**src/rtl/core/assert_macros.svh**
```systemverilog
// ----------------------------------------------------------------------------
// assert_macros.svh
// assertion macros shared by the rtl; define NO_ASSERTIONS to drop them
// ----------------------------------------------------------------------------
`ifndef ASSERT_MACROS_SVH
`define ASSERT_MACROS_SVH

`ifndef NO_ASSERTIONS

// same-cycle implication
`define ASSERT_IMP(lbl, clk, rst, a, b) \
  lbl: assert property (@(posedge clk) disable iff (rst) (a) |-> (b)) \
    else $error("assertion failed");

// next-cycle implication
`define ASSERT_NXT(lbl, clk, rst, a, b) \
  lbl: assert property (@(posedge clk) disable iff (rst) (a) |=> (b)) \
    else $error("assertion failed");

`else

`define ASSERT_IMP(lbl, clk, rst, a, b)
`define ASSERT_NXT(lbl, clk, rst, a, b)

`endif

`endif

```
**src/rtl/core/dscw_pkg.sv**
```systemverilog
// ----------------------------------------------------------------------------
// dscw_pkg
// types, drive state codes, command codes and control word bits
// ----------------------------------------------------------------------------
package dscw_pkg;

  typedef struct packed {
    logic [15:0] status_word;
    logic [15:0] control_in;
    logic [2:0]  goal_state;
    logic [2:0]  preferred_path;
  } dscw_req_t;

  typedef struct packed {
    logic [15:0] control_out;
    logic [2:0]  drive_state;
  } dscw_res_t;

  // drive states
  localparam logic [2:0] ST_NOT_READY      = 3'd0;
  localparam logic [2:0] ST_SOD            = 3'd1;
  localparam logic [2:0] ST_READY          = 3'd2;
  localparam logic [2:0] ST_SWITCHED_ON    = 3'd3;
  localparam logic [2:0] ST_OP_ENABLED     = 3'd4;
  localparam logic [2:0] ST_QUICK_STOP     = 3'd5;
  localparam logic [2:0] ST_FAULT_REACTION = 3'd6;
  localparam logic [2:0] ST_FAULT          = 3'd7;

  // commands
  localparam logic [2:0] CMD_NONE         = 3'd0;
  localparam logic [2:0] CMD_SHUTDOWN     = 3'd1;
  localparam logic [2:0] CMD_SWITCH_ON    = 3'd2;
  localparam logic [2:0] CMD_DISABLE_VOLT = 3'd3;
  localparam logic [2:0] CMD_QUICK_STOP   = 3'd4;
  localparam logic [2:0] CMD_DISABLE_OP   = 3'd5;
  localparam logic [2:0] CMD_ENABLE_OP    = 3'd6;
  localparam logic [2:0] CMD_FAULT_RESET  = 3'd7;

  // status word masks and patterns
  localparam logic [15:0] SW_MASK_A       = 16'h004f;
  localparam logic [15:0] SW_MASK_B       = 16'h006f;
  localparam logic [15:0] SW_NOT_READY    = 16'h0000;
  localparam logic [15:0] SW_SOD          = 16'h0040;
  localparam logic [15:0] SW_FAULT_REACT  = 16'h000f;
  localparam logic [15:0] SW_FAULT        = 16'h0008;
  localparam logic [15:0] SW_READY        = 16'h0021;
  localparam logic [15:0] SW_SWITCHED_ON  = 16'h0023;
  localparam logic [15:0] SW_OP_ENABLED   = 16'h0027;
  localparam logic [15:0] SW_QUICK_STOP   = 16'h0007;

  // control word bits
  localparam logic [15:0] CW_ENABLE_OP      = 16'h0008;
  localparam logic [15:0] CW_QUICK_STOP     = 16'h0004;
  localparam logic [15:0] CW_ENABLE_VOLTAGE = 16'h0002;
  localparam logic [15:0] CW_SWITCH_ON      = 16'h0001;
  localparam logic [15:0] CW_FAULT_RESET    = 16'h0080;

endpackage

```
**src/rtl/core/dscw_decode.sv**
```systemverilog
// ----------------------------------------------------------------------------
// dscw_decode
// status word to drive state decode
// ----------------------------------------------------------------------------
module dscw_decode (
  input  logic [15:0] status_word,
  output logic [2:0]  drive_state
);
  import dscw_pkg::*;

  always_comb begin
    drive_state = ST_NOT_READY;
    case (status_word & SW_MASK_A)
      SW_NOT_READY:   drive_state = ST_NOT_READY;
      SW_SOD:         drive_state = ST_SOD;
      SW_FAULT_REACT: drive_state = ST_FAULT_REACTION;
      SW_FAULT:       drive_state = ST_FAULT;
      default: begin
        case (status_word & SW_MASK_B)
          SW_READY:       drive_state = ST_READY;
          SW_SWITCHED_ON: drive_state = ST_SWITCHED_ON;
          SW_OP_ENABLED:  drive_state = ST_OP_ENABLED;
          SW_QUICK_STOP:  drive_state = ST_QUICK_STOP;
          default:        drive_state = ST_NOT_READY;
        endcase
      end
    endcase
  end

endmodule

```
**src/rtl/core/dscw_cmd_sel.sv**
```systemverilog
// ----------------------------------------------------------------------------
// dscw_cmd_sel
// picks the next command from drive state, target and preferred path
// ----------------------------------------------------------------------------
module dscw_cmd_sel (
  input  logic [2:0] drive_state,
  input  logic [2:0] goal_state,
  input  logic [2:0] preferred_path,
  output logic [2:0] cmd
);
  import dscw_pkg::*;

  logic [2:0] tgt;
  logic       main_st;

  always_comb begin
    // target outside the main states is clamped
    if (goal_state == ST_NOT_READY) begin
      tgt = ST_SOD;
    end else if (goal_state inside {[ST_QUICK_STOP:ST_FAULT]}) begin
      tgt = ST_OP_ENABLED;
    end else begin
      tgt = goal_state;
    end
  end

  assign main_st = (drive_state inside {[ST_SOD:ST_OP_ENABLED]});

  always_comb begin
    cmd = CMD_NONE;
    if (drive_state == ST_FAULT) begin
      cmd = CMD_FAULT_RESET;
    end else if (main_st && drive_state < tgt) begin
      case (drive_state)
        ST_SOD:         cmd = CMD_SHUTDOWN;
        ST_READY:       cmd = CMD_SWITCH_ON;
        ST_SWITCHED_ON: cmd = CMD_ENABLE_OP;
        default:        cmd = CMD_NONE;
      endcase
    end else if (main_st && drive_state > tgt) begin
      if (preferred_path == CMD_DISABLE_VOLT) begin
        cmd = CMD_DISABLE_VOLT;
      end else begin
        case (drive_state)
          ST_OP_ENABLED: begin
            if (preferred_path == CMD_SHUTDOWN) begin
              cmd = CMD_SHUTDOWN;
            end else if (preferred_path == CMD_DISABLE_OP) begin
              cmd = CMD_DISABLE_OP;
            end else begin
              cmd = CMD_QUICK_STOP;
            end
          end
          ST_SWITCHED_ON: cmd = CMD_SHUTDOWN;
          ST_READY:       cmd = CMD_DISABLE_VOLT;
          default:        cmd = CMD_NONE;
        endcase
      end
    end
  end

endmodule

```
**src/rtl/core/dscw_apply.sv**
```systemverilog
// ----------------------------------------------------------------------------
// dscw_apply
// applies a command to the control word, other bits pass through
// ----------------------------------------------------------------------------
module dscw_apply (
  input  logic [2:0]  cmd,
  input  logic [15:0] control_in,
  output logic [15:0] control_out
);
  import dscw_pkg::*;

  always_comb begin
    case (cmd)
      CMD_SHUTDOWN:
        control_out = (control_in & ~(CW_FAULT_RESET | CW_SWITCH_ON))
                      | CW_QUICK_STOP | CW_ENABLE_VOLTAGE;
      CMD_SWITCH_ON, CMD_DISABLE_OP:
        control_out = (control_in & ~(CW_FAULT_RESET | CW_ENABLE_OP))
                      | CW_QUICK_STOP | CW_ENABLE_VOLTAGE | CW_SWITCH_ON;
      CMD_DISABLE_VOLT:
        control_out = control_in & ~(CW_FAULT_RESET | CW_ENABLE_VOLTAGE);
      CMD_QUICK_STOP:
        control_out = (control_in & ~(CW_FAULT_RESET | CW_QUICK_STOP))
                      | CW_ENABLE_VOLTAGE;
      CMD_ENABLE_OP:
        control_out = (control_in & ~CW_FAULT_RESET)
                      | CW_ENABLE_OP | CW_QUICK_STOP | CW_ENABLE_VOLTAGE | CW_SWITCH_ON;
      CMD_FAULT_RESET:
        control_out = control_in | CW_FAULT_RESET;
      default:
        control_out = control_in;
    endcase
  end

endmodule

```
**src/rtl/core/drive_state_controlword_step.sv**
```systemverilog
// ----------------------------------------------------------------------------
// drive_state_controlword_step
// Drive state machine control word step. Each request carries a drive status
// word, the last control word, a target state and a preferred downward path;
// the result is the decoded drive state and the next control word. A request
// is captured in an input register, decoded and updated in one combinational
// pass, and stored in a result register, so the result is presented from the
// result register after passing through the input register, and one request
// is taken every cycle while results are taken. While a finished result waits,
// a new request is accepted only if the input register is empty.
// ----------------------------------------------------------------------------
`include "assert_macros.svh"

module drive_state_controlword_step (
  input  logic               clk,
  input  logic               rst,
  input  logic               req_valid,
  output logic               req_ready,
  input  dscw_pkg::dscw_req_t req,
  output logic               res_valid,
  input  logic               res_ready,
  output dscw_pkg::dscw_res_t res
);
  import dscw_pkg::*;

  dscw_req_t   s1;
  logic        s1_valid;
  logic        s2_take;
  logic [2:0]  state;
  logic [2:0]  cmd;
  logic [15:0] cw;

  assign s2_take   = !res_valid || res_ready;
  assign req_ready = !s1_valid || s2_take;

  always_ff @(posedge clk) begin
    if (rst) begin
      s1_valid <= 1'b0;
    end else if (req_ready) begin
      s1_valid <= req_valid;
    end
  end

  always_ff @(posedge clk) begin
    if (req_valid && req_ready) begin
      s1 <= req;
    end
  end

  dscw_decode u_decode (
    .status_word (s1.status_word),
    .drive_state (state)
  );

  dscw_cmd_sel u_cmd_sel (
    .drive_state    (state),
    .goal_state     (s1.goal_state),
    .preferred_path (s1.preferred_path),
    .cmd            (cmd)
  );

  dscw_apply u_apply (
    .cmd         (cmd),
    .control_in  (s1.control_in),
    .control_out (cw)
  );

  always_ff @(posedge clk) begin
    if (rst) begin
      res_valid <= 1'b0;
    end else if (s2_take) begin
      res_valid <= s1_valid;
    end
  end

  always_ff @(posedge clk) begin
    if (s2_take && s1_valid) begin
      res.control_out <= cw;
      res.drive_state <= state;
    end
  end

  `ASSERT_NXT(a_s2_load, clk, rst, s1_valid && s2_take, res_valid)
  `ASSERT_IMP(a_stall_full, clk, rst, !req_ready, s1_valid && res_valid)
  `ASSERT_IMP(a_fault_rst, clk, rst, res_valid && res.drive_state == ST_FAULT, res.control_out[7])

endmodule
```
**config.mk**
```make
export PLATFORM = sky130hd
export DESIGN_NAME = drive_state_controlword_step
export DESIGN_NICKNAME = d
export VERILOG_FILES = /design/src/rtl/core/dscw_pkg.sv /design/src/rtl/core/dscw_decode.sv /design/src/rtl/core/dscw_cmd_sel.sv /design/src/rtl/core/dscw_apply.sv /design/src/rtl/core/drive_state_controlword_step.sv
export VERILOG_INCLUDE_DIRS = /design/src /design/src/rtl/core
export SDC_FILE = /design/constraint.sdc
export NUM_CORES = 1
export LEC_CHECK = 0
export ABC_AREA = 0
export BUFFER_PORTS_ARGS = -buffer_cell sky130_fd_sc_hd__buf_2
export CORE_MARGIN = 8
export CORE_UTILIZATION = 49
export DETAILED_ROUTE_END_ITERATION = 8
export PLACE_DENSITY = 0.78
export SETUP_SLACK_MARGIN = 0.02
export SYNTH_ARGS = -nofsm -noshare
export SYNTH_HDL_FRONTEND = slang
export SYNTH_SLANG_ARGS = --single-unit
```
**constraint.sdc**
```tcl
create_clock -name clk -period 3.2 [get_ports clk]
set_input_delay 0.48 -clock clk [delete_from_list [all_inputs] [get_ports clk]]
set_output_delay 0.48 -clock clk [all_outputs]
set_load 0.01 [all_outputs]
```
==> metrics.txt, run 1 <==
Clock Latency Late Sink approximately 0.30 ns; sequential cell area 0.001451 mm^2; Worst-path clk slew approximately 0.08 ns; area taken by multi-input logic gates about 470 um^2; drt pass-1 iters 5; core area about 0.0037 mm^2; final core occ 0.6562; ANT nets after route 0; port bufs 52; gr usage total 0.1152; Vias approximately 1300; largest net degree at the start of global routing 29; Yosys warning total 0; Seq/Total Area, Yosys 0.7552; first-pass GRT wire length 5.526 mm; via/cell ratio between 5 and 6; slew margin rel. 0.2067; Data arrival, critical path about 3.1 ns; share of the synthesized area in the top cell type 0.7344; PD cells around 530 mW/mm^2; max-slew violations 0; number of synthesized flops with an enable pin between 40 and 50; GR Overflow Total 0; hold path startpoint rst; total wire length approximately 3.7 mm; critical setup path kind reg -> reg; final setup skew between 0.009 and 0.01 ns; Nets between 200 and 250; post-synth net total 165; cells on worst reg2reg path 9; Die Ht 78.63 um; reg2reg start s1[23]; crit path max fanout 4; Mapped Area between 0.0015 and 0.002 mm^2; Period minus WS final around 3.1 ns; Distinct cells, synth 34; Worst Setup SP s1[23]; Synth area leaders edfxtp_1, a21oi_1, dfxtp_1, ha_1, o32ai_4; Async S/R FF share, synth 0; endpoints failing setup 0; fill count between 200 and 300; final cell count without fillers 235; Worst R2R Setup Slack about 0.11 ns; H-tree Lvls 2; Worst VDD drop 0.3786 mV; cell area after layout approximately 0.0024 mm^2; Antenna Cells 0; cell count after synthesis 120; startpoint types flop; dpl cells about 220; die width roughly 79 um; minimum setup slack in the final design roughly 0.11 ns; Iteration-0 DRC Markers 125; Rows 22; met1 global-route usage 0.1125; antenna violations before repair 0; commonest cells in the netlist edfxtp_1, a21oi_1, inv_1, nand2_1, nor2_1; RR Endpoint res[6]; mean post-synth cell area 16.02 um^2; Clock Tree Buf Depth 2; number of global-route vias before repair around 1300; #FFs+latches synth 49; most used routing layer met2; min-delay worst type in -> reg; dpl cell area ~0.0023 mm^2; worst slew pin tran 1.190 ns; post-DR wirelength/cell 15.75 um; boundary pin count 63; placer congestion estimate about 0.86; Initial Util 0.5172; area grow syn2layout 26.89%; share of post-route cells with drive strength above 1 0.4225; Final Hold Viols 0; die area approximately 0.006 mm^2; Main synth FF type edfxtp_1; met3 usage 0.04670; number of remaining DRC errors 0; dpl hpwl 2.707 mm; clk root buf clkbuf_8; worst slack, placed a little under 0.09 ns; largest area contributor in the netlist edfxtp_1; CTS sink count 49; Critical Path Sink res[6]; Max-cap violations 0; hold slack around 0.34 ns; post-route clock period utilization 0.9648; Worst setup EP type flop; status complete, no violations; Req. time, crit path ~3.2 ns; CTS buffer count 5; CTS tree yes; fmax around 320 MHz; most common cell in the netlist edfxtp_1; routing usage on met2 0.2022; Leakage Power slightly below 1 nW
## metal layers
| metal | vias to the layer above | share of wire |
|---|---|---|
| met1 | 594 | 0.36 |
| met3 | 7 | 0.089 |
| met4 | 0 | 0.020 |
| li1 | 599 | - |
| met2 | 58 | 0.53 |
| met5 | - | 0 |
## cell usage in the layout, fill, tap and decap left out, types with 3 or more instances in the layout
master,count
nor3_1,4
nand2_1,6
clkbuf_8,5
edfxtp_1,47
ha_1,3
inv_1,6
buf_4,8
buf_2,52
a21oi_1,9
nor2_1,6
## worst min path at each step
stage | to | slack [ns] | depth (start not counted)
after floorplan | res[11] | 0.40 | 0
after global placement | res[11] | 0.40 | 0
after detailed placement | res[15] | 0.41 | 0
after CTS | s1_valid | 0.33 | 2
after global routing | s1[24] | 0.33 | 1
final | res_valid | 0.34 | 2
## stage by stage
stage / power (mW) / setup TNS, ns
5_1_grt: 1.336 / -0.04337
6_report: 1.293 / 0
3_3_place_gp: 0.8607 / 0
4_1_cts: 1.292 / 0
2_1_floorplan: 0.8190 / 0
3_5_place_dp: 0.8674 / 0
## report_power, final
group / total, mW / switching [mW] / internal, mW / leakage [nW]
registers: 0.755 / 0.0127 / 0.743 / 0.468
clock network: 0.430 / 0.196 / 0.234 / 0.0554
logic: 0.107 / 0.0595 / 0.0478 / 0.439
## critical path: stages (launching register included)
cell and delay (ns):
edfxtp_1 0.46, or4b_4 0.58, nor2_1 0.23, a211oi_2 0.11, ha_1 0.20, nand3b_1 0.19, a32oi_2 0.30, o311ai_2 0.20
a221oi_2 0.43, a221oi_1 0.13
## sequential cells by signal, summed over array words and instances (netlist names)
signal and flops:
s1 28, s1_valid 1, res_valid 1, res 19
## cells by family after synthesis
logic type      after synthesis  synth area share
buf+inv                       7           0.01432
flops                        49            0.7552
mux                           1          0.005209
compound gates               24           0.09636
fa+ha+maj                     3           0.01953
simple gates                 36            0.1094
## what timing repair did
item / 4_1_cts / 5_1_grt
hold buffers: 0 / 0
setup endpoints to repair: 0 / 3
buffers inserted: 0 / 4
gates resized for setup: 0 / 6
## cell type report
cell class,count,share of cell area
flip-flops and latches,49,0.5952
multi-input cells,64,0.1939
repair buffers,60,0.1313
clock buffers,6,0.02976
well taps,48,0.02463
clock inverters,2,0.01591
inverters,6,0.009236
(Power assumes the default switching activity.)
==> inputs of run 2 (changes only) <==
Settings changed: CORE_UTILIZATION 49 to 52, PLACE_DENSITY 0.78 to 0.79, SKIP_LAST_GASP set to 1, SYNTH_HIERARCHICAL set to 1.
==> run 2 against run 1 <==
- sequential cell count stayed put
- clock power decreased by 22%
- synthesized cell count grew 10%
- via count up 0.56%
- sequential share of layout area shrank 2.3 points
- power is 5.1% lower
- core utilization is 2.7 points higher
- sequential power rose by 0.5%
- die area down 0.29%
- clock skew is 0.00089 ns lower
- register-to-register slack worse by 0.04 ns
- critical endpoint unchanged
==> metrics.txt, run 2 <==
status complete, no violations; sequential share of power 0.618; Die Ht a little under 80 um; Worst setup EP type flop; Clock Tree Buf Depth 2; CTS sink count between 40 and 50; share of post-route cells with drive strength above 1 0.4821; startpoint types flop; Top Registers s1 (28), res (19); final cell count without fillers ~240; cell count after synthesis around 130; hold slack ~0.36 ns; fill count roughly 280; Rows 22; Antenna Cells 0; largest net degree at the start of global routing 29; total wire length 3.801 mm; number of remaining DRC errors 0; sequential cell area approximately 0.0015 mm^2; ANT nets after route 0; dpl cells around 230; Worst VDD drop between 0.3 and 0.4 mV; Leakage Power slightly above 1 nW; Period minus WS final 3.131 ns; cell area after layout approximately 0.0025 mm^2; crit path max fanout 7; drt pass-1 iters 4; endpoints failing setup 0; die width 78.51 um; Final Hold Viols 0; fmax about 320 MHz; number of global-route vias before repair between 1000 and 1500; core area between 0.003 and 0.004 mm^2; critical path's slowest cell edfxtp_1; post-DR wirelength/cell roughly 16 um; Req. time, crit path 3.25 ns; Int Power 959.4 uW; clk root buf clkbuf_8; commonest non-fill, non-tap cell in the layout buf_2; commonest cells after routing, fill and taps aside buf_2, edfxtp_1, buf_4; via/cell ratio roughly 5.2; Largest register FFs 28; CTS tree yes; Data arrival, critical path roughly 3.2 ns; Nets approximately 240; dpl cell area around 0.0023 mm^2; Biggest register s1; Worst R2R Setup Slack ~0.069 ns; Worst path max stage delay 0.46 ns; Psw around 270 uW; max-slew violations 0; Iteration-0 DRC Markers 83; slew margin rel. 0.6584; post-synth net total about 180; combinational share of power 0.108; dpl hpwl 2.704 mm; area taken by multi-input logic gates about 530 um^2; Worst-path clk slew 0.08 ns; min-delay worst type in -> reg; clock power share 0.273; setup_tns 0 ns; post-route clock period utilization 0.9783; boundary pin count 63; Yosys warning total 6; Clock Latency Late Sink between 0.2 and 0.3 ns; Max-cap violations 0; Sw Ratio 0.2183; CP top delay family compound AO/OA/AOI/OAI gates; CP cell instances nor3_2 -> nand2_2 -> a21oi_2 -> buf_4 -> nand2b_4 -> o311a_4 -> a211oi_4 -> o211ai_1 -> o211ai_1 -> buf_4 -> a21boi_0 -> o221a_2; area grow syn2layout 24.88%; mean post-synth cell area 15.39 um^2; final setup skew 0.008563 ns; H-tree Lvls 2; Power, Total 1.227 mW; gr usage total 0.1149; PD cells 483.7 mW/mm^2; Mapped Area 0.002032 mm^2; critical setup path kind reg -> reg; port bufs between 50 and 60; CTS buffer count 5; buffer and inverter count on the worst path 2; antenna violations before repair 0; placer congestion estimate about 0.76; die area a little over 0.006 mm^2; worst slew pin tran 0.5101 ns; first-pass GRT wire length ~5.5 mm; GR Overflow Total 0; Initial Util 0.5468; Vias ~1300
run 2: final cells by class:
class                           instances  share of cell area
Sequential cell                        49              0.5720
Multi-Input combinational cell         63              0.2086
Timing Repair Buffer                   68              0.1514
Clock buffer                            5             0.02712
Tap cell                               48             0.02367
Inverter                                7             0.01036
Clock inverter                          3            0.006903
run 2: timing repair:
action                                 4_1_cts  5_1_grt
resized for setup                            0       15
buffers inserted                             0       10
setup endpoints to repair                    0        4
endpoints found under the hold margin        0        0
hold buffers                                 0        0
run 2: final timing paths:
kind,depth (start not counted),to,startpoint
worst min register to register,0,res[8],s1[11]
worst min-delay path,1,s1[20],req[20]
worst max register to register,12,res[6],s1[24]
worst max-delay path,12,res[6],s1[24]
run 2: per-layer routing:
layer	global-route usage	routed length [um]	part of all wire
met1	0.1131	1383	0.36
met2	0.2055	2136	0.56
met3	0.03759	180	0.047
met4	0.06852	101	0.027
met5	0	0	0
run 2: power groups by stage:
| stage | registers, mW | clock network [mW] | logic, mW |
|---|---|---|---|
| after floorplan | 0.778 | 0 | 0.0645 |
| after global placement | 0.771 | 0 | 0.103 |
| after detailed placement | 0.773 | 0 | 0.111 |
| after CTS | 0.758 | 0.353 | 0.111 |
| after global routing | 0.763 | 0.374 | 0.144 |
| final | 0.759 | 0.336 | 0.133 |
run 2: worst reg2reg max path: cells and delay by family (launching register included):
| kind | cells | cell delay [ns] |
|---|---|---|
| compound gates | 7 | 1.58 |
| buf+inv | 2 | 0.40 |
| flops | 1 | 0.46 |
| simple gates | 3 | 0.46 |
run 2: metrics by stage:
stage	setup slack, ns	utilization
final	0.06934	0.6828
after global routing	-0.07115	0.6828
after CTS	0.06870	0.6418
after detailed placement	0.07173	0.6185
after global placement	0.1625	0.6185
after floorplan	0.09108	-
